$ cat src/q8sf_pkg.sv
// ============================================================================
// q8sf_pkg
// Shared types, widths and rounding helpers for the quad8 shape function unit.
// ============================================================================
package q8sf_pkg;

    localparam int FRAC_BITS = 14;
    localparam int COORD_W   = 16;
    localparam int OUT_W     = 16;
    localparam int NODE_W    = 3;

    // Operands: the linear terms (1-x, 2x+y, 1+x+y, ...) and the products ab, cd.
    localparam int OPD_W   = COORD_W + 2;
    localparam int PROD_W  = 2 * OPD_W;
    localparam int FMUL_W  = PROD_W + 1 - FRAC_BITS;
    localparam int PROD2_W = FMUL_W + OPD_W;
    localparam int VAL_W   = PROD2_W + 1 - FRAC_BITS;

    localparam int S_TDATA_W = 2 * COORD_W;
    localparam int M_TDATA_W = 3 * OUT_W;

    localparam int QDEPTH = 2;
    localparam int QAW    = 1;

    localparam logic [NODE_W-1:0] NODE_LAST = NODE_W'(7);

    localparam logic signed [OPD_W-1:0] ONE_OPD = OPD_W'(2 ** FRAC_BITS);

    typedef enum logic [1:0] {
        SH_NONE,
        SH_HALF,
        SH_QUARTER
    } shift_t;

    typedef struct packed {
        logic   neg;
        shift_t shift;
    } post_op_t;

    // Everything the back end needs to evaluate all eight nodes of one point.
    typedef struct packed {
        logic signed [OPD_W-1:0] x;
        logic signed [OPD_W-1:0] y;
        logic signed [OPD_W-1:0] a;     // 1 - x
        logic signed [OPD_W-1:0] b;     // 1 + x
        logic signed [OPD_W-1:0] c;     // 1 - y
        logic signed [OPD_W-1:0] d;     // 1 + y
        logic signed [OPD_W-1:0] t_pp;  // 1 + x + y
        logic signed [OPD_W-1:0] t_mp;  // 1 - x + y
        logic signed [OPD_W-1:0] t_mm;  // 1 - x - y
        logic signed [OPD_W-1:0] t_pm;  // 1 + x - y
        logic signed [OPD_W-1:0] x2py;  // 2x + y
        logic signed [OPD_W-1:0] x2my;  // 2x - y
        logic signed [OPD_W-1:0] xp2y;  // x + 2y
        logic signed [OPD_W-1:0] y2mx;  // 2y - x
        logic signed [OPD_W-1:0] ab;
        logic signed [OPD_W-1:0] cd;
    } point_t;

    // Product scaled back by 2^FRAC_BITS, rounded to nearest, ties upward.
    function automatic logic signed [FMUL_W-1:0] fmul_round(
        input logic signed [PROD_W-1:0] p
    );
        logic signed [PROD_W:0] sum;
        sum = (PROD_W + 1)'(p) + $signed((PROD_W + 1)'(2 ** (FRAC_BITS - 1)));
        return FMUL_W'(sum >>> FRAC_BITS);
    endfunction

    function automatic logic signed [VAL_W-1:0] fmul2_round(
        input logic signed [PROD2_W-1:0] p
    );
        logic signed [PROD2_W:0] sum;
        sum = (PROD2_W + 1)'(p) + $signed((PROD2_W + 1)'(2 ** (FRAC_BITS - 1)));
        return VAL_W'(sum >>> FRAC_BITS);
    endfunction

    // Optional negate, final division by 1, 2 or 4 with rounding, then clamp.
    function automatic logic signed [OUT_W-1:0] post_sat(
        input logic signed [VAL_W-1:0] v,
        input post_op_t                op
    );
        logic signed [VAL_W+1:0] w;
        logic signed [VAL_W+1:0] r;
        logic                    fits;
        w = (VAL_W + 2)'(v);
        if (op.neg)
        begin
            w = -w;
        end
        case (op.shift)
            SH_NONE:    r = w;
            SH_HALF:    r = (w + $signed((VAL_W + 2)'(1))) >>> 1;
            SH_QUARTER: r = (w + $signed((VAL_W + 2)'(2))) >>> 2;
            default:    r = w;
        endcase
        fits = (&r[VAL_W+1:OUT_W-1]) || !(|r[VAL_W+1:OUT_W-1]);
        if (fits)
        begin
            return r[OUT_W-1:0];
        end
        else if (r[VAL_W+1])
        begin
            return {1'b1, {(OUT_W - 1){1'b0}}};
        end
        else
        begin
            return {1'b0, {(OUT_W - 1){1'b1}}};
        end
    endfunction

endpackage

$ cat src/q8sf_fifo.sv
// ============================================================================
// q8sf_fifo
// Short point queue between the front end and the node evaluator.
// ============================================================================
module q8sf_fifo (
    input  logic              clk,
    input  logic              rst_n,
    input  logic              in_valid,
    output logic              in_ready,
    input  q8sf_pkg::point_t  in_data,
    output logic              out_valid,
    input  logic              out_ready,
    output q8sf_pkg::point_t  out_data
);

    q8sf_pkg::point_t             entry_reg [q8sf_pkg::QDEPTH];
    logic [q8sf_pkg::QAW-1:0]     wr_ptr_reg;
    logic [q8sf_pkg::QAW-1:0]     wr_ptr_next;
    logic [q8sf_pkg::QAW-1:0]     rd_ptr_reg;
    logic [q8sf_pkg::QAW-1:0]     rd_ptr_next;
    logic [q8sf_pkg::QAW:0]       count_reg;
    logic [q8sf_pkg::QAW:0]       count_next;
    logic                         push;
    logic                         pop;

    assign in_ready  = count_reg != (q8sf_pkg::QAW + 1)'(q8sf_pkg::QDEPTH);
    assign out_valid = count_reg != '0;
    assign push      = in_valid && in_ready;
    assign pop       = out_valid && out_ready;
    assign out_data  = entry_reg[rd_ptr_reg];

    always_comb
    begin
        wr_ptr_next = push ? wr_ptr_reg + 1'b1 : wr_ptr_reg;
        rd_ptr_next = pop ? rd_ptr_reg + 1'b1 : rd_ptr_reg;
        count_next  = count_reg;
        if (push && !pop)
        begin
            count_next = count_reg + 1'b1;
        end
        else if (pop && !push)
        begin
            count_next = count_reg - 1'b1;
        end
    end

    always_ff @(posedge clk or negedge rst_n)
    begin
        if (!rst_n)
        begin
            wr_ptr_reg <= '0;
            rd_ptr_reg <= '0;
            count_reg  <= '0;
        end
        else
        begin
            wr_ptr_reg <= wr_ptr_next;
            rd_ptr_reg <= rd_ptr_next;
            count_reg  <= count_next;
        end
    end

    always_ff @(posedge clk)
    begin
        if (push)
        begin
            entry_reg[wr_ptr_reg] <= in_data;
        end
    end

endmodule

$ cat config.mk
export PLATFORM = sky130hd
export DESIGN_NAME = q8sf_fifo
export DESIGN_NICKNAME = d
export VERILOG_FILES = /design/src/q8sf_pkg.sv /design/src/q8sf_fifo.sv
export SDC_FILE = /design/constraint.sdc
export NUM_CORES = 1
export LEC_CHECK = 0
export BUFFER_PORTS_ARGS = -buffer_cell sky130_fd_sc_hd__buf_4
export CORE_AREA = 8 8 259 261
export DETAILED_ROUTE_END_ITERATION = 7
export DIE_AREA = 0 0 267 269
export GPL_ROUTABILITY_DRIVEN = 1
export MAX_ROUTING_LAYER = met4
export PLACE_DENSITY = 0.63
export SLEW_MARGIN = 5
export SYNTH_ARGS = -nofsm -noshare
export SYNTH_HDL_FRONTEND = slang
export SYNTH_SLANG_ARGS = --single-unit
$ cat constraint.sdc
create_clock -name clk -period 18.7 [get_ports clk]
set_input_delay 1.87 -clock clk [delete_from_list [all_inputs] [get_ports clk]]
set_output_delay 1.87 -clock clk [all_outputs]
set_load 0.05 [all_outputs]
==> results.md <==
- The run finished with clean final reports.
- Ranked by total cell area, the synthesized netlist is headed by edfxtp_1, mux2_4, mux2_2.
- The number of cells on the worst reg-to-reg path is 5.
- The average instance area after synthesis is 23.85 µm².
- The post-route netlist has roughly three fifths of its cells at a drive strength greater than 1.
- Summing all multi-input logic gate instances after layout gives 0.004096 mm².
- The worst path arrival time is roughly 3900 ps.
- Along the worst hold path, the cell count comes to 1.
- The number of warning messages in the yosys log is 0.
- Setup repair after global routing left no endpoint under its margin.
- After layout, the worst path uses a little under a third of the clock period.
- The shortest period the worst path allows is roughly 5800 ps.
- The layout overhead on the synthesized area is 32.92%.
- The final routed DRC violation total is 0.
- IR analysis of the VDD net gives a maximum drop of around 140 µV.
- Once detail routing completed, the nets flagged for antenna violations numbered 0.
- The max-slew violation total from the final report is 0.
- The library cell occupying the most area in the post-synthesis netlist is edfxtp_1.
- The area of all placed cells without fillers is just under 0.03 mm².
- During placement, the flow inserted port buffers numbering around 580.
- After filler insertion, the fill cell instance count of the layout stands at between 5000 and 6000.
- Sequential elements use roughly four fifths of the synthesized area.
- The post-detailed-placement half-perimeter wirelength is 37.78 mm.
- The critical path capture point type is an output port.
- The number of max-cap violations is 0.
- The number of violations reported at the end of detailed-routing iteration 0 is 589.
- The number of failing hold endpoints at the final stage came to 0.
- Once placement finished, the instance area stood at roughly 0.027 mm².
- The clock tree skew after final layout is 24.60 ps.
- Counting every net in the synthesized netlist gives 1207.
- The total number of vias is between 10000 and 15000.
- 582 I/O pins were placed.
- The top cell types in the final layout, fill and taps aside, are buf_4, edfxtp_1, mux2_4, mux2_2, clkbuf_16.
- The first detailed-routing pass took 4 iterations.
- The number of synthesized register bits is a little under 600.
- After synthesis, the largest area contributor takes up around 79% of total cell area.
- At the end of routability-driven placement, the weighted congestion stood at approximately 0.77.
- The maximum number of pins on one net before global-route repair is between 100 and 150.
- The final routed wirelength across all metal layers is between 50 and 60 mm.
- The critical path goes through buf_4 -> buf_12 -> mux2_4 -> buf_4.
- STA classifies the critical path startpoint as a flip-flop.
- The number of antenna violations at the first check in global routing is 10.
- The buffers plus inverters on the worst setup path is 3.
- The path type of the worst setup path is reg2out.
- The initial core utilization is about a third.
- The worst hold path terminates at count_reg[1]$_DFFE_PN0P_.
- The count of endpoints failing setup in the final report is 0.
- By instance count, the cell type seen most on the critical path is buf_4.
- The count of distinct cell types in the synthesized netlist is 15.
- The maximum clock frequency is about 170 MHz.
- The post-cts repair resize count is 0.
- Counting along the longest clock path gives a buffer depth of 3.
- For this run, the total global-route usage over all layers was measured as 14.11%.
- The floorplan step defined a die boundary enclosing 0.07182 mm².
- The number of standard cells after synthesis is a little over 900.
- Post-CTS timing repair inserted 0 buffers for setup.
- TritonCTS built the clock tree.
- Buffers inserted to repair hold after CTS numbered 0.
- Buffers inserted during clock tree synthesis total between 50 and 60.
- Grouping stages by cell kind, the critical path spends the most delay in buffers and inverters.
- In this run the cell area of the synthesized design comes to approximately 0.022 mm².
- Dividing the detail-routed via count by the number of cells gives between 4 and 5.
- The number of flip-flops under the largest register name is 576.
- Clock-pin slew was measured on the worst setup and hold paths at 60 ps.
- After detailed routing, the average wire length per cell comes to 21.62 µm.
- The first global-routing pass estimated 73.89 mm of wire.
- The die is between 200 and 300 µm wide.
- The flip-flop and latch area is 0.01740 mm².
- Measured against its own limit, the worst slew margin works out to about a quarter.
- For the worst setup path, the data required time is ~17000 ps.
- The H-tree level count is 2.
- For the worst-skew pair, the clock arrives at the later sink with an insertion delay of roughly 620 ps.
- The y dimension of the die is 269 µm.
- In this design, the stage delay of the slowest critical-path cell is between 900 and 1000 ps.
- In this run the critical register-to-register path is captured at entry_reg[0][121]$_DFFE_PP_.
- The type of the tightest min-delay check is reg2reg.
- The via count of the first global-routing pass is about 12000.
- The slowest stage cell on the critical path is dfrtp_4.
- At the end of the flow, the number of nets in the layout was roughly 1800.
- The setup TNS is 0 ps.
- Across all register-to-register paths, the minimum setup slack is around 15000 ps.
- The library cell used most frequently in the layout, excluding fill and tap cells, is buf_4.
- In this run the clock root is driven by a clkbuf_16.
- The power per unit of standard cell area is ~190 mW/mm².
- The source of the worst register-to-register timing path is count_reg[0]$_DFFE_PN0P_.
- For the pin with the worst max-slew slack, the measured transition is about 1100 ps.
- The startpoint identified for the worst hold timing path is count_reg[1]$_DFFE_PN0P_.
- Row generation in the floorplan step produced between 90 and 100 rows.
- The analysis attributes to cell leakage a power of approximately 11 nW.
- The standard cell core area is about 0.063 mm².
- The total number of clock tree sinks is just under 600.
- Along the worst path, the maximum fanout reaches between 100 and 150.
- Global routing finished with a remaining overflow of 0.
## how the worst max path moves through the flow
stage	start	slack (ps)	cells after the start	endpoint
after floorplan	in_valid	3850	2	entry_reg[0][0]$_DFFE_PP_
after global placement	rd_ptr_reg$_DFFE_PN0P_	13580	4	out_data[121]
after detailed placement	rd_ptr_reg$_DFFE_PN0P_	13540	4	out_data[201]
after CTS	rd_ptr_reg$_DFFE_PN0P_	12860	4	out_data[118]
after global routing	rd_ptr_reg$_DFFE_PN0P_	12700	4	out_data[118]
final	rd_ptr_reg$_DFFE_PN0P_	12900	4	out_data[201]
## cell families after synthesis
family,Yosys count,synth area share [%]
buffers and inverters,33,1.469
muxes,288,18.32
adders and majority gates,1,0.05738
DFF,580,79.80
and+or+nand+nor,7,0.1550
xor gates and xnor gates,5,0.2009
## area by class of cell
class | count | share of cell area [%]
flip-flops and latches | 580 | 60.05
repair buffers | 591 | 15.40
multi-input cells | 301 | 14.14
clock buffers | 68 | 5.212
well taps | 846 | 3.653
clock inverters | 42 | 1.472
diodes | 8 | 0.06908
inverters | 1 | 0.01295
## power breakdown
part           switching [W]  internal [W]
logic                0.00160      0.000837
clock network       0.000485      0.000679
registers          0.0000911       0.00178
total                0.00218       0.00330
## through the flow
| stage | utilization (%) | power (W) | cells | setup slack, ps | hold slack [ps] |
|---|---|---|---|---|---|
| 5_1_grt | 46.19 | 0.005673 | 2437 | 12700 | 523.1 |
| 3_5_place_dp | 43.07 | 0.004370 | 2319 | 13540 | 475.2 |
| 3_3_place_gp | 43.07 | 0.004348 | 2319 | 13580 | 473.0 |
| 6_report | 46.19 | 0.005472 | 2437 | 12900 | 491.3 |
| 2_1_floorplan | - | 0.003812 | 914 | 3847 | 455.9 |
| 4_1_cts | 46.16 | 0.005549 | 2429 | 12860 | 491.8 |
## synth_stat cells (all sizes together)
library cell / number
dfrtp: 4
ha: 1
mux2: 288
inv: 1
or2: 1
edfxtp: 576
nor2: 2
buf: 32
xnor2: 3
xor2: 2
nand2b: 1
nand2: 2
and3: 1
## layer usage
metal	vias up	GRT usage [%]	routed length [µm]
met1	5334	15.10	19180
li1	4912	-	-
met2	442	23.93	26980
met5	-	-	0
met4	0	3.794	1052
met3	64	6.063	5474
Note: power is estimated with default switching activity, not from simulation.
