<file path="config.mk">
export PLATFORM = sky130hd
export DESIGN_NAME = q8sf_front
export DESIGN_NICKNAME = d
export VERILOG_FILES = /design/src/q8sf_pkg.sv /design/src/q8sf_front.sv
export SDC_FILE = /design/constraint.sdc
export NUM_CORES = 2
export LEC_CHECK = 0
export ABC_AREA = 1
export BUFFER_PORTS_ARGS = -buffer_cell sky130_fd_sc_hd__buf_2
export CAP_MARGIN = 20
export CORE_UTILIZATION = 54
export DETAILED_ROUTE_END_ITERATION = 16
export GPL_TIMING_DRIVEN = 1
export PLACE_DENSITY = 0.73
export SYNTH_ARGS = -nofsm -noshare
export SYNTH_HDL_FRONTEND = slang
export SYNTH_SLANG_ARGS = --single-unit
</file>
<file path="constraint.sdc">
create_clock -name clk -period 14.2 [get_ports clk]
set_input_delay 2.13 -clock clk [delete_from_list [all_inputs] [get_ports clk]]
set_output_delay 2.13 -clock clk [all_outputs]
set_load 0.01 [all_outputs]
</file>
<file path="src/q8sf_pkg.sv">
// ============================================================================
// q8sf_pkg
// Shared types, widths and rounding helpers for the quad8 shape function unit.
// ============================================================================
package q8sf_pkg;

    localparam int FRAC_BITS = 14;
    localparam int COORD_W   = 16;
    localparam int OUT_W     = 16;
    localparam int NODE_W    = 3;

    // Operands: the linear terms (1-x, 2x+y, 1+x+y, ...) and the products ab, cd.
    localparam int OPD_W   = COORD_W + 2;
    localparam int PROD_W  = 2 * OPD_W;
    localparam int FMUL_W  = PROD_W + 1 - FRAC_BITS;
    localparam int PROD2_W = FMUL_W + OPD_W;
    localparam int VAL_W   = PROD2_W + 1 - FRAC_BITS;

    localparam int S_TDATA_W = 2 * COORD_W;
    localparam int M_TDATA_W = 3 * OUT_W;

    localparam int QDEPTH = 2;
    localparam int QAW    = 1;

    localparam logic [NODE_W-1:0] NODE_LAST = NODE_W'(7);

    localparam logic signed [OPD_W-1:0] ONE_OPD = OPD_W'(2 ** FRAC_BITS);

    typedef enum logic [1:0] {
        SH_NONE,
        SH_HALF,
        SH_QUARTER
    } shift_t;

    typedef struct packed {
        logic   neg;
        shift_t shift;
    } post_op_t;

    // Everything the back end needs to evaluate all eight nodes of one point.
    typedef struct packed {
        logic signed [OPD_W-1:0] x;
        logic signed [OPD_W-1:0] y;
        logic signed [OPD_W-1:0] a;     // 1 - x
        logic signed [OPD_W-1:0] b;     // 1 + x
        logic signed [OPD_W-1:0] c;     // 1 - y
        logic signed [OPD_W-1:0] d;     // 1 + y
        logic signed [OPD_W-1:0] t_pp;  // 1 + x + y
        logic signed [OPD_W-1:0] t_mp;  // 1 - x + y
        logic signed [OPD_W-1:0] t_mm;  // 1 - x - y
        logic signed [OPD_W-1:0] t_pm;  // 1 + x - y
        logic signed [OPD_W-1:0] x2py;  // 2x + y
        logic signed [OPD_W-1:0] x2my;  // 2x - y
        logic signed [OPD_W-1:0] xp2y;  // x + 2y
        logic signed [OPD_W-1:0] y2mx;  // 2y - x
        logic signed [OPD_W-1:0] ab;
        logic signed [OPD_W-1:0] cd;
    } point_t;

    // Product scaled back by 2^FRAC_BITS, rounded to nearest, ties upward.
    function automatic logic signed [FMUL_W-1:0] fmul_round(
        input logic signed [PROD_W-1:0] p
    );
        logic signed [PROD_W:0] sum;
        sum = (PROD_W + 1)'(p) + $signed((PROD_W + 1)'(2 ** (FRAC_BITS - 1)));
        return FMUL_W'(sum >>> FRAC_BITS);
    endfunction

    function automatic logic signed [VAL_W-1:0] fmul2_round(
        input logic signed [PROD2_W-1:0] p
    );
        logic signed [PROD2_W:0] sum;
        sum = (PROD2_W + 1)'(p) + $signed((PROD2_W + 1)'(2 ** (FRAC_BITS - 1)));
        return VAL_W'(sum >>> FRAC_BITS);
    endfunction

    // Optional negate, final division by 1, 2 or 4 with rounding, then clamp.
    function automatic logic signed [OUT_W-1:0] post_sat(
        input logic signed [VAL_W-1:0] v,
        input post_op_t                op
    );
        logic signed [VAL_W+1:0] w;
        logic signed [VAL_W+1:0] r;
        logic                    fits;
        w = (VAL_W + 2)'(v);
        if (op.neg)
        begin
            w = -w;
        end
        case (op.shift)
            SH_NONE:    r = w;
            SH_HALF:    r = (w + $signed((VAL_W + 2)'(1))) >>> 1;
            SH_QUARTER: r = (w + $signed((VAL_W + 2)'(2))) >>> 2;
            default:    r = w;
        endcase
        fits = (&r[VAL_W+1:OUT_W-1]) || !(|r[VAL_W+1:OUT_W-1]);
        if (fits)
        begin
            return r[OUT_W-1:0];
        end
        else if (r[VAL_W+1])
        begin
            return {1'b1, {(OUT_W - 1){1'b0}}};
        end
        else
        begin
            return {1'b0, {(OUT_W - 1){1'b1}}};
        end
    endfunction

endpackage

</file>
<file path="src/q8sf_front.sv">
// ============================================================================
// q8sf_front
// Takes coordinate beats, forms the linear terms and the products ab and cd.
// ============================================================================
module q8sf_front (
    input  logic                                clk,
    input  logic                                rst_n,
    input  logic                                s_tvalid,
    output logic                                s_tready,
    input  logic [q8sf_pkg::S_TDATA_W-1:0]      s_tdata,    // x_coord, y_coord
    output logic                                push_valid,
    input  logic                                push_ready,
    output q8sf_pkg::point_t                    push_data
);

    logic                         pt_valid_reg;
    logic                         pt_valid_next;
    q8sf_pkg::point_t             pt_reg;
    q8sf_pkg::point_t             pt_next;
    logic signed [q8sf_pkg::OPD_W-1:0] xe;
    logic signed [q8sf_pkg::OPD_W-1:0] ye;
    logic signed [q8sf_pkg::FMUL_W-1:0] ab_full;
    logic signed [q8sf_pkg::FMUL_W-1:0] cd_full;
    logic                         accept;

    assign s_tready = !pt_valid_reg || push_ready;
    assign accept   = s_tvalid && s_tready;

    assign xe = q8sf_pkg::OPD_W'($signed(s_tdata[q8sf_pkg::COORD_W-1:0]));
    assign ye = q8sf_pkg::OPD_W'($signed(s_tdata[q8sf_pkg::S_TDATA_W-1:q8sf_pkg::COORD_W]));

    always_comb
    begin
        pt_next      = pt_reg;
        pt_next.x    = xe;
        pt_next.y    = ye;
        pt_next.a    = q8sf_pkg::ONE_OPD - xe;
        pt_next.b    = q8sf_pkg::ONE_OPD + xe;
        pt_next.c    = q8sf_pkg::ONE_OPD - ye;
        pt_next.d    = q8sf_pkg::ONE_OPD + ye;
        pt_next.t_pp = q8sf_pkg::ONE_OPD + xe + ye;
        pt_next.t_mp = q8sf_pkg::ONE_OPD - xe + ye;
        pt_next.t_mm = q8sf_pkg::ONE_OPD - xe - ye;
        pt_next.t_pm = q8sf_pkg::ONE_OPD + xe - ye;
        pt_next.x2py = (xe <<< 1) + ye;
        pt_next.x2my = (xe <<< 1) - ye;
        pt_next.xp2y = xe + (ye <<< 1);
        pt_next.y2mx = (ye <<< 1) - xe;
        pt_next.ab   = '0;
        pt_next.cd   = '0;
    end

    always_comb
    begin
        if (accept)
        begin
            pt_valid_next = 1'b1;
        end
        else if (push_ready)
        begin
            pt_valid_next = 1'b0;
        end
        else
        begin
            pt_valid_next = pt_valid_reg;
        end
    end

    always_ff @(posedge clk or negedge rst_n)
    begin
        if (!rst_n)
        begin
            pt_valid_reg <= 1'b0;
        end
        else
        begin
            pt_valid_reg <= pt_valid_next;
        end
    end

    always_ff @(posedge clk)
    begin
        if (accept)
        begin
            pt_reg <= pt_next;
        end
    end

    assign ab_full = q8sf_pkg::fmul_round(q8sf_pkg::PROD_W'($signed(pt_reg.a) * $signed(pt_reg.b)));
    assign cd_full = q8sf_pkg::fmul_round(q8sf_pkg::PROD_W'($signed(pt_reg.c) * $signed(pt_reg.d)));

    // ab and cd lie in -3.0 .. 1.0, so they fit an operand word.
    always_comb
    begin
        push_data    = pt_reg;
        push_data.ab = q8sf_pkg::OPD_W'(ab_full);
        push_data.cd = q8sf_pkg::OPD_W'(cd_full);
    end

    assign push_valid = pt_valid_reg;

endmodule

</file>
==> summary.md <==
| Metric | Value |
|---|---|
| Status | finished clean |
| Critical Path Fanout Max | 19 |
| Seq/Total Area, Yosys | 0.1696 |
| Min-delay src | push_valid |
| Clock transition at path regs | 0.06 ns |
| Post-Syn Instances | roughly 4600 |
| Total Nets Final | between 5000 and 6000 |
| Hold path cells | 2 |
| Fmax | approximately 110 MHz |
| CTS tree | built |
| CTS buffer count | 21 |
| Cts hold-fix bufs | 0 |
| Number of flops mapped to enable cells by yosys | 207 |
| Hold Path Class | flop to flop |
| Slew Limit Fails | 0 |
| Hpwl dp | about 87 mm |
| Global-route wire length before repair | 171.1 mm |
| Post-CTS Setup Inserts | 0 |
| Number of global-route vias before repair | 30730 |
| Synth Register Bits | about 210 |
| Pre-antenna DRT Iters | 7 |
| Commonest register cell after synthesis | edfxtp_1 |
| Layout cells sized above 1 | 0.09240 |
| Final Cycle Share | 0.6471 |
| Avg Vias per Cell | 5.375 |
| Final wirelength | approximately 110 mm |
| FF-to-FF setup slack | between 10 and 15 ns |
| Synthesis-to-layout area growth | 6.455% |
| Setup violations, final | 0 |
| CTS H-tree lvls | 1 |
| Ys Warns | 0 |
| Depth of the most critical reg-to-reg path | 3 |
| Drt drc | 0 |
| Sinks on the clock net | 208 |
| GRT Util Overall | 0.3187 |
| Unrepaired setup endpoints after global routing | false |
| Yosys cell types | 53 |
| Diodes inserted | 0 |
| Die ar. | 69180 µm² |
| Fin crit period | just over 9 ns |
| Worst EP required | between 10 and 15 ns |
| Endpoint class of the critical path | primary output |
| Max-cap viol count | 0 |
| Vias | 30000 |
| Initial Utilization | 0.5468 |
| Synthesized area per cell | a little over 8 µm² |
| Final TNS setup | 0 ns |
| Core Box Area | between 60000 and 70000 µm² |
| Final hold vios | 0 |
| Worst setup path category | flop to primary output |
| Commonest non-fill, non-tap cell in the layout | inv_1 |
| Worst Path Arrival | 7.06 ns |
| FF-to-FF Start | push_valid |
| Grt ovf | 0 |
| Hold endpoint | push_valid |
| Average wire per standard cell | about 19 µm |
| Initial antenna violation count | 5 |
| Root buffer cell | clkbuf_16 |
| Area share of the largest cell type after synthesis | 0.3113 |
| Synth area leaders | fa_1, edfxtp_1, inv_1 |
| Port Buffers | 325 |
| Post-route ant nets | 0 |
| RR Endpoint | push_data[152] |
| CTS-repair resized insts | 0 |
| Most frequent cells in the layout | inv_1, nand2_1, fa_1, buf_2, ha_1 |
| Area of the mapped netlist | 36790 µm² |
| Worst-Skew Late Latency | between 0.5 and 0.6 ns |
| Async SR Flop Fraction | 0.004808 |
| Clock Path Buffers | 3 |
| GP Congestion | approximately 1 |
| Slew margin rel. | 0.2837 |
| Die Width | approximately 260 µm |
| Clock Skew | 0.009563 ns |
| Synth Net Count | between 5000 and 6000 |
| Die Ht | 263.0 µm |
| Leading area contributor after synthesis | fa_1 |
| Setup crit start kind | flop |
| Standard-cell rows | between 90 and 100 |
| DRT iter0 DRCs | 2425 |
| Pin count of the biggest net entering global routing | 74 |
| Worst Tran Pin Value | around 1.1 ns |
| I/O pin total | between 300 and 400 |
-- logic make-up after synthesis --
family | after synthesis | synth area share
simple gates | 1600 | 0.1794
buf+inv | 1380 | 0.1493
fa+ha+maj | 863 | 0.4102
compound gates | 360 | 0.05612
flops | 208 | 0.1696
xor+xnor | 148 | 0.03523
-- per-layer routing --
layer | wire length, µm | vias to the layer above | track usage
met5 | 41 | - | 0
met4 | 3625 | 6 | 0.1032
met3 | 10920 | 224 | 0.06248
met2 | 49480 | 1384 | 0.5161
met1 | 44480 | 14570 | 0.4309
li1 | - | 13810 | -
-- critical path, cell delays in order (launching register included) --
cell and delay, ns:
edfxtp_1 0.72, nand2_1 0.26, inv_1 0.11, fa_1 0.70, inv_1 0.14, fa_1 0.73
inv_1 0.19, fa_1 0.50, fa_1 0.57, fa_1 0.43, fa_1 0.44, ha_1 0.37
nand2_1 0.13, inv_1 0.08, nand2_1 0.10, inv_1 0.07, nand2_1 0.08, inv_1 0.04
nand2_1 0.05, nand2_1 0.04, a21oi_1 0.42, nand3_1 0.14, nand2_1 0.08, buf_2 0.12
-- flip-flops by register name, indices dropped and copies added, names as in the netlist --
name / count
push_data: 207
push_valid: 1
-- cell type report --
| cell class | count | area [µm²] |
|---|---|---|
| clock buffer | 23 | 533.0 |
| clock inverter | 13 | 187.7 |
| fill | 6117 | 28110 |
| inverter | 1159 | 4350 |
| multi-input combinational | 2971 | 25070 |
| sequential | 208 | 6241 |
| tap | 873 | 1092 |
| timing repair buffer | 334 | 1694 |
-- worst max-delay path by stage --
stage,start,endpoint,cells after the start
2_1_floorplan,s_tvalid,push_data[100],2
6_report,push_data[254],push_data[17],23
3_3_place_gp,push_data[254],push_data[17],23
4_1_cts,push_data[254],push_data[17],23
3_5_place_dp,push_data[254],push_data[17],23
5_1_grt,push_data[254],push_data[17],24
-- through the flow --
step | worst slack, ns | instances | utilization | cell area, µm² | hold WS [ns]
after global placement | 5.699 | 5545 | 0.5714 | 38440 | 0.5768
final | 5.011 | 5581 | 0.5821 | 39160 | 0.5881
after floorplan | 1.249 | 4559 | - | 36790 | 0.6094
after global routing | 4.679 | 5581 | 0.5821 | 39160 | 0.6292
after detailed placement | 5.602 | 5545 | 0.5714 | 38440 | 0.5763
after CTS | 5.027 | 5581 | 0.5821 | 39160 | 0.5954
-- synthesized netlist by cell type, types with 11 or more instances --
cell type and instances:
o21ai_0 76, a21o_1 15, xor2_1 134, buf_4 55, inv_2 11, a21oi_1 193
o31ai_1 12, nand2_2 11, ha_1 291, nand3_1 151, inv_1 1148, o21bai_1 17
edfxtp_1 207, buf_2 30, nand2_1 1098, nor2_1 202, clkbuf_1 118, fa_1 572
nand4_1 41, nor3_1 41, o21a_1 11, xnor2_1 14
Power is not shown: default switching activity piles up to over one toggle a cycle in this logic, so the estimate is an artifact.
