<file path="src/q8sf_pkg.sv">
// ============================================================================
// q8sf_pkg
// Shared types, widths and rounding helpers for the quad8 shape function unit.
// ============================================================================
package q8sf_pkg;

    localparam int FRAC_BITS = 14;
    localparam int COORD_W   = 16;
    localparam int OUT_W     = 16;
    localparam int NODE_W    = 3;

    // Operands: the linear terms (1-x, 2x+y, 1+x+y, ...) and the products ab, cd.
    localparam int OPD_W   = COORD_W + 2;
    localparam int PROD_W  = 2 * OPD_W;
    localparam int FMUL_W  = PROD_W + 1 - FRAC_BITS;
    localparam int PROD2_W = FMUL_W + OPD_W;
    localparam int VAL_W   = PROD2_W + 1 - FRAC_BITS;

    localparam int S_TDATA_W = 2 * COORD_W;
    localparam int M_TDATA_W = 3 * OUT_W;

    localparam int QDEPTH = 2;
    localparam int QAW    = 1;

    localparam logic [NODE_W-1:0] NODE_LAST = NODE_W'(7);

    localparam logic signed [OPD_W-1:0] ONE_OPD = OPD_W'(2 ** FRAC_BITS);

    typedef enum logic [1:0] {
        SH_NONE,
        SH_HALF,
        SH_QUARTER
    } shift_t;

    typedef struct packed {
        logic   neg;
        shift_t shift;
    } post_op_t;

    // Everything the back end needs to evaluate all eight nodes of one point.
    typedef struct packed {
        logic signed [OPD_W-1:0] x;
        logic signed [OPD_W-1:0] y;
        logic signed [OPD_W-1:0] a;     // 1 - x
        logic signed [OPD_W-1:0] b;     // 1 + x
        logic signed [OPD_W-1:0] c;     // 1 - y
        logic signed [OPD_W-1:0] d;     // 1 + y
        logic signed [OPD_W-1:0] t_pp;  // 1 + x + y
        logic signed [OPD_W-1:0] t_mp;  // 1 - x + y
        logic signed [OPD_W-1:0] t_mm;  // 1 - x - y
        logic signed [OPD_W-1:0] t_pm;  // 1 + x - y
        logic signed [OPD_W-1:0] x2py;  // 2x + y
        logic signed [OPD_W-1:0] x2my;  // 2x - y
        logic signed [OPD_W-1:0] xp2y;  // x + 2y
        logic signed [OPD_W-1:0] y2mx;  // 2y - x
        logic signed [OPD_W-1:0] ab;
        logic signed [OPD_W-1:0] cd;
    } point_t;

    // Product scaled back by 2^FRAC_BITS, rounded to nearest, ties upward.
    function automatic logic signed [FMUL_W-1:0] fmul_round(
        input logic signed [PROD_W-1:0] p
    );
        logic signed [PROD_W:0] sum;
        sum = (PROD_W + 1)'(p) + $signed((PROD_W + 1)'(2 ** (FRAC_BITS - 1)));
        return FMUL_W'(sum >>> FRAC_BITS);
    endfunction

    function automatic logic signed [VAL_W-1:0] fmul2_round(
        input logic signed [PROD2_W-1:0] p
    );
        logic signed [PROD2_W:0] sum;
        sum = (PROD2_W + 1)'(p) + $signed((PROD2_W + 1)'(2 ** (FRAC_BITS - 1)));
        return VAL_W'(sum >>> FRAC_BITS);
    endfunction

    // Optional negate, final division by 1, 2 or 4 with rounding, then clamp.
    function automatic logic signed [OUT_W-1:0] post_sat(
        input logic signed [VAL_W-1:0] v,
        input post_op_t                op
    );
        logic signed [VAL_W+1:0] w;
        logic signed [VAL_W+1:0] r;
        logic                    fits;
        w = (VAL_W + 2)'(v);
        if (op.neg)
        begin
            w = -w;
        end
        case (op.shift)
            SH_NONE:    r = w;
            SH_HALF:    r = (w + $signed((VAL_W + 2)'(1))) >>> 1;
            SH_QUARTER: r = (w + $signed((VAL_W + 2)'(2))) >>> 2;
            default:    r = w;
        endcase
        fits = (&r[VAL_W+1:OUT_W-1]) || !(|r[VAL_W+1:OUT_W-1]);
        if (fits)
        begin
            return r[OUT_W-1:0];
        end
        else if (r[VAL_W+1])
        begin
            return {1'b1, {(OUT_W - 1){1'b0}}};
        end
        else
        begin
            return {1'b0, {(OUT_W - 1){1'b1}}};
        end
    endfunction

endpackage

</file>
<file path="src/q8sf_back.sv">
// ============================================================================
// q8sf_back
// Node evaluator: issues the eight nodes of the head point, one per cycle unless
// m_tready stalls, through a two-multiply pipeline into the output register.
// ============================================================================
module q8sf_back (
    input  logic                             clk,
    input  logic                             rst_n,
    input  logic                             q_valid,
    output logic                             q_ready,
    input  q8sf_pkg::point_t                 q_data,
    output logic                             m_tvalid,
    input  logic                             m_tready,
    output logic [q8sf_pkg::M_TDATA_W-1:0]   m_tdata,
    output logic [q8sf_pkg::NODE_W-1:0]      m_tuser,
    output logic                             m_tlast
);

    typedef struct packed {
        logic [q8sf_pkg::NODE_W-1:0]       node;
        logic signed [q8sf_pkg::OPD_W-1:0] u1;
        logic signed [q8sf_pkg::OPD_W-1:0] v1;
        logic signed [q8sf_pkg::OPD_W-1:0] u2;
        logic signed [q8sf_pkg::OPD_W-1:0] v2;
        logic signed [q8sf_pkg::OPD_W-1:0] u3;
        logic signed [q8sf_pkg::OPD_W-1:0] v3;
        logic signed [q8sf_pkg::OPD_W-1:0] t;
    } issue_t;

    typedef struct packed {
        logic [q8sf_pkg::NODE_W-1:0]        node;
        logic signed [q8sf_pkg::PROD_W-1:0] p;
        logic signed [q8sf_pkg::PROD_W-1:0] q;
        logic signed [q8sf_pkg::PROD_W-1:0] r;
        logic signed [q8sf_pkg::OPD_W-1:0]  t;
    } prod_t;

    typedef struct packed {
        logic [q8sf_pkg::NODE_W-1:0]         node;
        logic signed [q8sf_pkg::PROD2_W-1:0] pv;
        logic signed [q8sf_pkg::FMUL_W-1:0]  fq;
        logic signed [q8sf_pkg::FMUL_W-1:0]  fr;
    } prod2_t;

    typedef struct packed {
        q8sf_pkg::post_op_t val;
        q8sf_pkg::post_op_t dx;
        q8sf_pkg::post_op_t dy;
    } node_ops_t;

    logic                          en;
    logic                          issue;
    logic [q8sf_pkg::NODE_W-1:0]   node_cnt_reg;
    logic [q8sf_pkg::NODE_W-1:0]   node_cnt_next;
    logic                          s1_valid_reg;
    logic                          s2_valid_reg;
    logic                          s3_valid_reg;
    logic                          out_valid_reg;
    issue_t                        s1_reg;
    issue_t                        s1_next;
    prod_t                         s2_reg;
    prod_t                         s2_next;
    prod2_t                        s3_reg;
    prod2_t                        s3_next;
    logic [q8sf_pkg::M_TDATA_W-1:0] out_data_reg;
    logic [q8sf_pkg::M_TDATA_W-1:0] out_data_next;
    logic [q8sf_pkg::NODE_W-1:0]   out_node_reg;
    node_ops_t                     ops;
    logic signed [q8sf_pkg::VAL_W-1:0] val_v;
    logic signed [q8sf_pkg::VAL_W-1:0] dx_v;
    logic signed [q8sf_pkg::VAL_W-1:0] dy_v;

    // The whole pipeline moves together whenever the output register frees up.
    assign en            = !out_valid_reg || m_tready;
    assign issue         = en && q_valid;
    assign q_ready       = issue && (node_cnt_reg == q8sf_pkg::NODE_LAST);
    assign node_cnt_next = issue ? node_cnt_reg + 1'b1 : node_cnt_reg;

    // Mid-side nodes reuse the second multiplier with a factor of one, and a
    // derivative that is a bare ab or cd goes through a multiply by one as well.
    always_comb
    begin
        s1_next      = '0;
        s1_next.node = node_cnt_reg;
        case (node_cnt_reg)
            3'd0:
            begin
                s1_next.u1 = q_data.a;  s1_next.v1 = q_data.c;
                s1_next.u2 = q_data.c;  s1_next.v2 = q_data.x2py;
                s1_next.u3 = q_data.a;  s1_next.v3 = q_data.xp2y;
                s1_next.t  = q_data.t_pp;
            end
            3'd1:
            begin
                s1_next.u1 = q_data.b;  s1_next.v1 = q_data.c;
                s1_next.u2 = q_data.c;  s1_next.v2 = q_data.x2my;
                s1_next.u3 = q_data.b;  s1_next.v3 = q_data.y2mx;
                s1_next.t  = q_data.t_mp;
            end
            3'd2:
            begin
                s1_next.u1 = q_data.b;  s1_next.v1 = q_data.d;
                s1_next.u2 = q_data.d;  s1_next.v2 = q_data.x2py;
                s1_next.u3 = q_data.b;  s1_next.v3 = q_data.xp2y;
                s1_next.t  = q_data.t_mm;
            end
            3'd3:
            begin
                s1_next.u1 = q_data.a;  s1_next.v1 = q_data.d;
                s1_next.u2 = q_data.d;  s1_next.v2 = q_data.x2my;
                s1_next.u3 = q_data.a;  s1_next.v3 = q_data.y2mx;
                s1_next.t  = q_data.t_pm;
            end
            3'd4:
            begin
                s1_next.u1 = q_data.ab; s1_next.v1 = q_data.c;
                s1_next.u2 = q_data.x;  s1_next.v2 = q_data.c;
                s1_next.u3 = q_data.ab; s1_next.v3 = q8sf_pkg::ONE_OPD;
                s1_next.t  = q8sf_pkg::ONE_OPD;
            end
            3'd5:
            begin
                s1_next.u1 = q_data.cd; s1_next.v1 = q_data.b;
                s1_next.u2 = q_data.cd; s1_next.v2 = q8sf_pkg::ONE_OPD;
                s1_next.u3 = q_data.y;  s1_next.v3 = q_data.b;
                s1_next.t  = q8sf_pkg::ONE_OPD;
            end
            3'd6:
            begin
                s1_next.u1 = q_data.ab; s1_next.v1 = q_data.d;
                s1_next.u2 = q_data.x;  s1_next.v2 = q_data.d;
                s1_next.u3 = q_data.ab; s1_next.v3 = q8sf_pkg::ONE_OPD;
                s1_next.t  = q8sf_pkg::ONE_OPD;
            end
            3'd7:
            begin
                s1_next.u1 = q_data.cd; s1_next.v1 = q_data.a;
                s1_next.u2 = q_data.cd; s1_next.v2 = q8sf_pkg::ONE_OPD;
                s1_next.u3 = q_data.y;  s1_next.v3 = q_data.a;
                s1_next.t  = q8sf_pkg::ONE_OPD;
            end
            default:
            begin
                s1_next.t = q8sf_pkg::ONE_OPD;
            end
        endcase
    end

    always_comb
    begin
        s2_next.node = s1_reg.node;
        s2_next.p    = q8sf_pkg::PROD_W'($signed(s1_reg.u1) * $signed(s1_reg.v1));
        s2_next.q    = q8sf_pkg::PROD_W'($signed(s1_reg.u2) * $signed(s1_reg.v2));
        s2_next.r    = q8sf_pkg::PROD_W'($signed(s1_reg.u3) * $signed(s1_reg.v3));
        s2_next.t    = s1_reg.t;
    end

    always_comb
    begin
        s3_next.node = s2_reg.node;
        s3_next.pv   = q8sf_pkg::PROD2_W'($signed(q8sf_pkg::fmul_round(s2_reg.p))
                                          * $signed(s2_reg.t));
        s3_next.fq   = q8sf_pkg::fmul_round(s2_reg.q);
        s3_next.fr   = q8sf_pkg::fmul_round(s2_reg.r);
    end

    // Corners: -v/4, dx/4, dy/4. Mid-sides: v/2, and derivatives that are
    // either a negated product or a halved ab or cd.
    always_comb
    begin
        ops.val = '{neg: 1'b0, shift: q8sf_pkg::SH_HALF};
        ops.dx  = '{neg: 1'b0, shift: q8sf_pkg::SH_QUARTER};
        ops.dy  = '{neg: 1'b0, shift: q8sf_pkg::SH_QUARTER};
        case (s3_reg.node)
            3'd0, 3'd1, 3'd2, 3'd3:
            begin
                ops.val = '{neg: 1'b1, shift: q8sf_pkg::SH_QUARTER};
            end
            3'd4:
            begin
                ops.dx = '{neg: 1'b1, shift: q8sf_pkg::SH_NONE};
                ops.dy = '{neg: 1'b1, shift: q8sf_pkg::SH_HALF};
            end
            3'd5:
            begin
                ops.dx = '{neg: 1'b0, shift: q8sf_pkg::SH_HALF};
                ops.dy = '{neg: 1'b1, shift: q8sf_pkg::SH_NONE};
            end
            3'd6:
            begin
                ops.dx = '{neg: 1'b1, shift: q8sf_pkg::SH_NONE};
                ops.dy = '{neg: 1'b0, shift: q8sf_pkg::SH_HALF};
            end
            3'd7:
            begin
                ops.dx = '{neg: 1'b1, shift: q8sf_pkg::SH_HALF};
                ops.dy = '{neg: 1'b1, shift: q8sf_pkg::SH_NONE};
            end
            default:
            begin
                ops.val = '{neg: 1'b0, shift: q8sf_pkg::SH_HALF};
            end
        endcase
    end

    assign val_v = q8sf_pkg::fmul2_round(s3_reg.pv);
    assign dx_v  = q8sf_pkg::VAL_W'(s3_reg.fq);
    assign dy_v  = q8sf_pkg::VAL_W'(s3_reg.fr);

    assign out_data_next = {q8sf_pkg::post_sat(dy_v, ops.dy),
                            q8sf_pkg::post_sat(dx_v, ops.dx),
                            q8sf_pkg::post_sat(val_v, ops.val)};

    always_ff @(posedge clk or negedge rst_n)
    begin
        if (!rst_n)
        begin
            node_cnt_reg  <= '0;
            s1_valid_reg  <= 1'b0;
            s2_valid_reg  <= 1'b0;
            s3_valid_reg  <= 1'b0;
            out_valid_reg <= 1'b0;
        end
        else
        begin
            node_cnt_reg <= node_cnt_next;
            if (en)
            begin
                s1_valid_reg  <= q_valid;
                s2_valid_reg  <= s1_valid_reg;
                s3_valid_reg  <= s2_valid_reg;
                out_valid_reg <= s3_valid_reg;
            end
        end
    end

    always_ff @(posedge clk)
    begin
        if (en)
        begin
            s1_reg       <= s1_next;
            s2_reg       <= s2_next;
            s3_reg       <= s3_next;
            out_data_reg <= out_data_next;
            out_node_reg <= s3_reg.node;
        end
    end

    assign m_tvalid = out_valid_reg;
    assign m_tdata  = out_data_reg;
    assign m_tuser  = out_node_reg;
    assign m_tlast  = out_node_reg == q8sf_pkg::NODE_LAST;

endmodule

</file>
<file path="config.mk">
export PLATFORM = sky130hd
export DESIGN_NAME = q8sf_back
export DESIGN_NICKNAME = d
export VERILOG_FILES = /design/src/q8sf_pkg.sv /design/src/q8sf_back.sv
export SDC_FILE = /design/constraint.sdc
export NUM_CORES = 2
export LEC_CHECK = 0
export BUFFER_PORTS_ARGS = -buffer_cell sky130_fd_sc_hd__buf_2
export CORE_MARGIN = 2
export CORE_UTILIZATION = 25
export DETAILED_ROUTE_END_ITERATION = 12
export MAX_ROUTING_LAYER = met4
export SLEW_MARGIN = 10
export SYNTH_ARGS = -nofsm -noshare
export SYNTH_HDL_FRONTEND = slang
export SYNTH_SLANG_ARGS = --single-unit
</file>
<file path="constraint.sdc">
create_clock -name clk -period 27.2 [get_ports clk]
set_input_delay 5.44 -clock clk [delete_from_list [all_inputs] [get_ports clk]]
set_output_delay 5.44 -clock clk [all_outputs]
set_load 0.01 [all_outputs]
</file>
==> summary.md <==
| Metric | Value |
|---|---|
| WP buf/inv | `2` |
| Synth area leader | `fa_1` |
| Most used DFF post-synth | `edfxtp_1` |
| Reg2reg path depth | `28` |
| CTS root buf | `clkbuf_16` |
| TritonCTS sink count | `between 300 and 400` |
| Slew of the pin with the lowest slew margin | `1.18 ns` |
| P&R area growth vs syn | `10.3%` |
| Cells after Synth | `7447` |
| Crit path time final | `11.96 ns` |
| Adder-cell share of the synthesized area | `around 46%` |
| Post-Synth XOR/XNOR Area | `around 4.5%` |
| Largest net degree at the start of global routing | `slightly below 80` |
| Multiplexer share of the synthesized area | `between 1 and 1.5%` |
| Drt first pass iters | `8` |
| Die X | `536 microns` |
| DIE AREA | `~0.29 sq mm` |
| Vias in the first global route | `approximately 54000` |
| Port Buffer Count | `345` |
| H-Tree Depth | `2` |
| IO Pins | `approximately 350` |
| Post-synth top area share | `between 30% and 40%` |
| Final instance area | `a little under 0.08 sq mm` |
| Metal2 WL | `around 92000 microns` |
| Critical Path AT | `6.52 ns` |
| Largest family of logic cells by synthesized area | `adder cells` |
| TritonCTS Buffers | `45` |
| Final HPWL DP | `about 160000 microns` |
| Critical path's top delay family | `simple AND/OR/NAND/NOR gates` |
| Max Freq | `around 84 MHz` |
| Maxcap violations | `0` |
| Post-Syn Area | `0.0708 sq mm` |
| Crit-path cells | `buf_2, nand2b_4, and3_1, buf_2` |
| Top Layer Used | `met4` |
| Clock transition at path regs | `around 0.060 ns` |
| Post-synth top cells | `inv_1, fa_1, nand2_1, and2_1, ha_1` |
| Largest stage delay, worst path | `0.46 ns` |
| Met3 wire len | `between 10000 and 15000 microns` |
| CP most frequent cell | `buf_2` |
| Post-synth EDFFs | `about 350` |
| Synth top area cells | `fa_1, edfxtp_1, inv_1` |
| Starting Density | `between 20% and 30%` |
| Max-slew headroom at the worst pin | `between 10% and 20%` |
| Critical-path top delay cell | `nand2b_4` |
| Hold-fix buffers, CTS | `0` |
| WS Path Type | `in -> out` |
| Placed inst area | `approximately 0.076 sq mm` |
| HP Start | `s2_reg[127]` |
| Clock Path Buffers | `3` |
| Unrepaired setup endpoints after global routing | `no` |
| FF-to-FF setup slack | `roughly 19 ns` |
| Critical Path End Type | `output pin` |
| Placer congestion estimate | `roughly 0.89` |
| Crit path required time | `21.76 ns` |
| Antenna viol nets, final | `0` |
| DRT Wirelength | `about 200000 microns` |
| Syn Area/Cell | `approximately 9.5 sq um` |
| Via density | `~4.5` |
| Synthesis-stage register bit count | `approximately 350` |
| Fin Clk Skew | `about 0.054 ns` |
| Crit path max fanout | `50` |
| Synth warn | `0` |
| Clk Latency, worst-skew pair | `between 0.6 and 0.7 ns` |
| TNS Setup | `0 ns` |
| Final setup vio count | `0` |
| Depth of the worst hold-timing path | `0` |
| Hold Fails Final Rpt | `0` |
| Crit start category | `input pin` |
| Remaining DRCs | `0` |
| Grt total ovfl | `0` |
| FF-to-FF End | `s3_reg[86]` |
| Post-synth ARST share | `under 10%` |
| Total GRT Usage | `14.7%` |
| Routed WL per cell | `around 18 microns` |
| Compound-Gate Fraction of Synth Area | `~6.8%` |
| Layout Nets | `9618` |
| Max FFs per register | `between 100 and 150` |
| Row cnt | `approximately 200` |
| Via count | `between 50000 and 60000` |
| Status | `finished, final reports clean` |
| Share of cells above drive strength 1 | `about 8%` |
| Most frequent cell after synthesis | `inv_1` |
| Sequential fraction of the synthesis area | `between 10% and 20%` |
| Max Transition Viols Final | `0` |
| FF-to-FF Start | `s2_reg[105]` |
| Chip height | `~540 microns` |
| Worst Hold End | `s3_reg[88]` |
| CORE AREA | `0.282 sq mm` |
| Synth cell types | `around 110` |
| Hold Path Class | `reg -> reg` |
| Initial antenna violation count | `22` |
| DRT met1 WL | `about 93000 microns` |
| Final design utilization | `27.7%` |
| Synth Area in Simple Gates | `16.6%` |
| Post-CTS Setup Inserts | `0` |
| CTS tree | `yes` |
| PostCTS Resize Cnt | `0` |
| First-pass GRT wire length | `~320000 microns` |
| Initial DRC Count | `3290` |
| Synthesized Nets | `9512` |
| Tcrit/Tclk final | `44.0%` |
## logic make-up (layout without fill, tap and decap cells)
logic type | Yosys count | count (layout)
simple gates | 2372 | 2372
buf+inv | 1854 | 1997
fa+ha+maj | 1773 | 1773
compound gates | 659 | 659
xor+xnor | 364 | 364
flops | 354 | 354
mux | 71 | 71
other cells | 0 | 15
## per-layer routing
metal	vias up	track usage, %
met5	-	-
met3	263	2.35
met4	0	4.09
met2	1677	23.0
met1	26100	19.6
li1	23400	-
## metrics by stage
step | hold slack (ns) | instances | setup slack, ns
finish | 0.418 | 11300 | 15.24
CTS | 0.420 | 11300 | 15.19
global placement | 0.402 | 11200 | 15.18
detailed placement | 0.405 | 11200 | 15.19
global route | 0.422 | 11300 | 15.13
floorplan | 0.400 | 7447 | 5.67
## area by class of cell
cell class / instances / area, sq um
diodes: 15 / 37.5
clock buffers: 47 / 1130
clock inverters: 37 / 489
fillers: 29900 / 204000
inverters: 1489 / 5590
multi-input cells: 5239 / 53200
flip-flops and latches: 354 / 10600
well taps: 3743 / 4680
repair buffers: 424 / 2320
## worst max path at each step
stage | start | endpoint | cells after the start
6_report | m_tready | q_ready | 4
5_1_grt | m_tready | q_ready | 4
4_1_cts | m_tready | q_ready | 4
3_5_place_dp | m_tready | q_ready | 4
3_3_place_gp | m_tready | q_ready | 4
2_1_floorplan | m_tready | q_ready | 3
## worst register-to-register path: cells and delay by family, from the launching register on
family / cells / cell delay [ns]
and+or+nand+nor: 10 / 2.22
AOI/OAI and AO/OA: 5 / 1.28
DFF: 1 / 0.41
buffers and inverters: 5 / 0.65
adders and majority gates: 7 / 3.41
xor gates and xnor gates: 1 / 0.12
## placed cells by master, fill, tap and decap left out, drive strengths merged, types with 15 or more instances in the layout
| master | count |
|---|---|
| nor3 | 84 |
| or3 | 48 |
| a21o | 18 |
| o21ai | 112 |
| clkinv | 17 |
| nor2 | 242 |
| nand2b | 73 |
| and2 | 541 |
| a31oi | 30 |
| nand2 | 1043 |
| and4 | 21 |
| nor4 | 33 |
| a21oi | 142 |
| buf | 424 |
| fa | 1392 |
| or2 | 33 |
| xnor2 | 252 |
| a22o | 54 |
| inv | 1496 |
| clkbuf | 47 |
| nor2b | 31 |
| nand4 | 48 |
| a222oi | 37 |
| o211ai | 19 |
| xor2 | 112 |
| a211oi | 24 |
| o21a | 27 |
| nand3 | 87 |
| a221o | 52 |
| edfxtp | 347 |
| ha | 381 |
| o31ai | 21 |
| and3 | 46 |
| diode | 15 |
| mux2i | 60 |
Power is not shown: default switching activity piles up to over one toggle a cycle in this logic, so the estimate is an artifact.
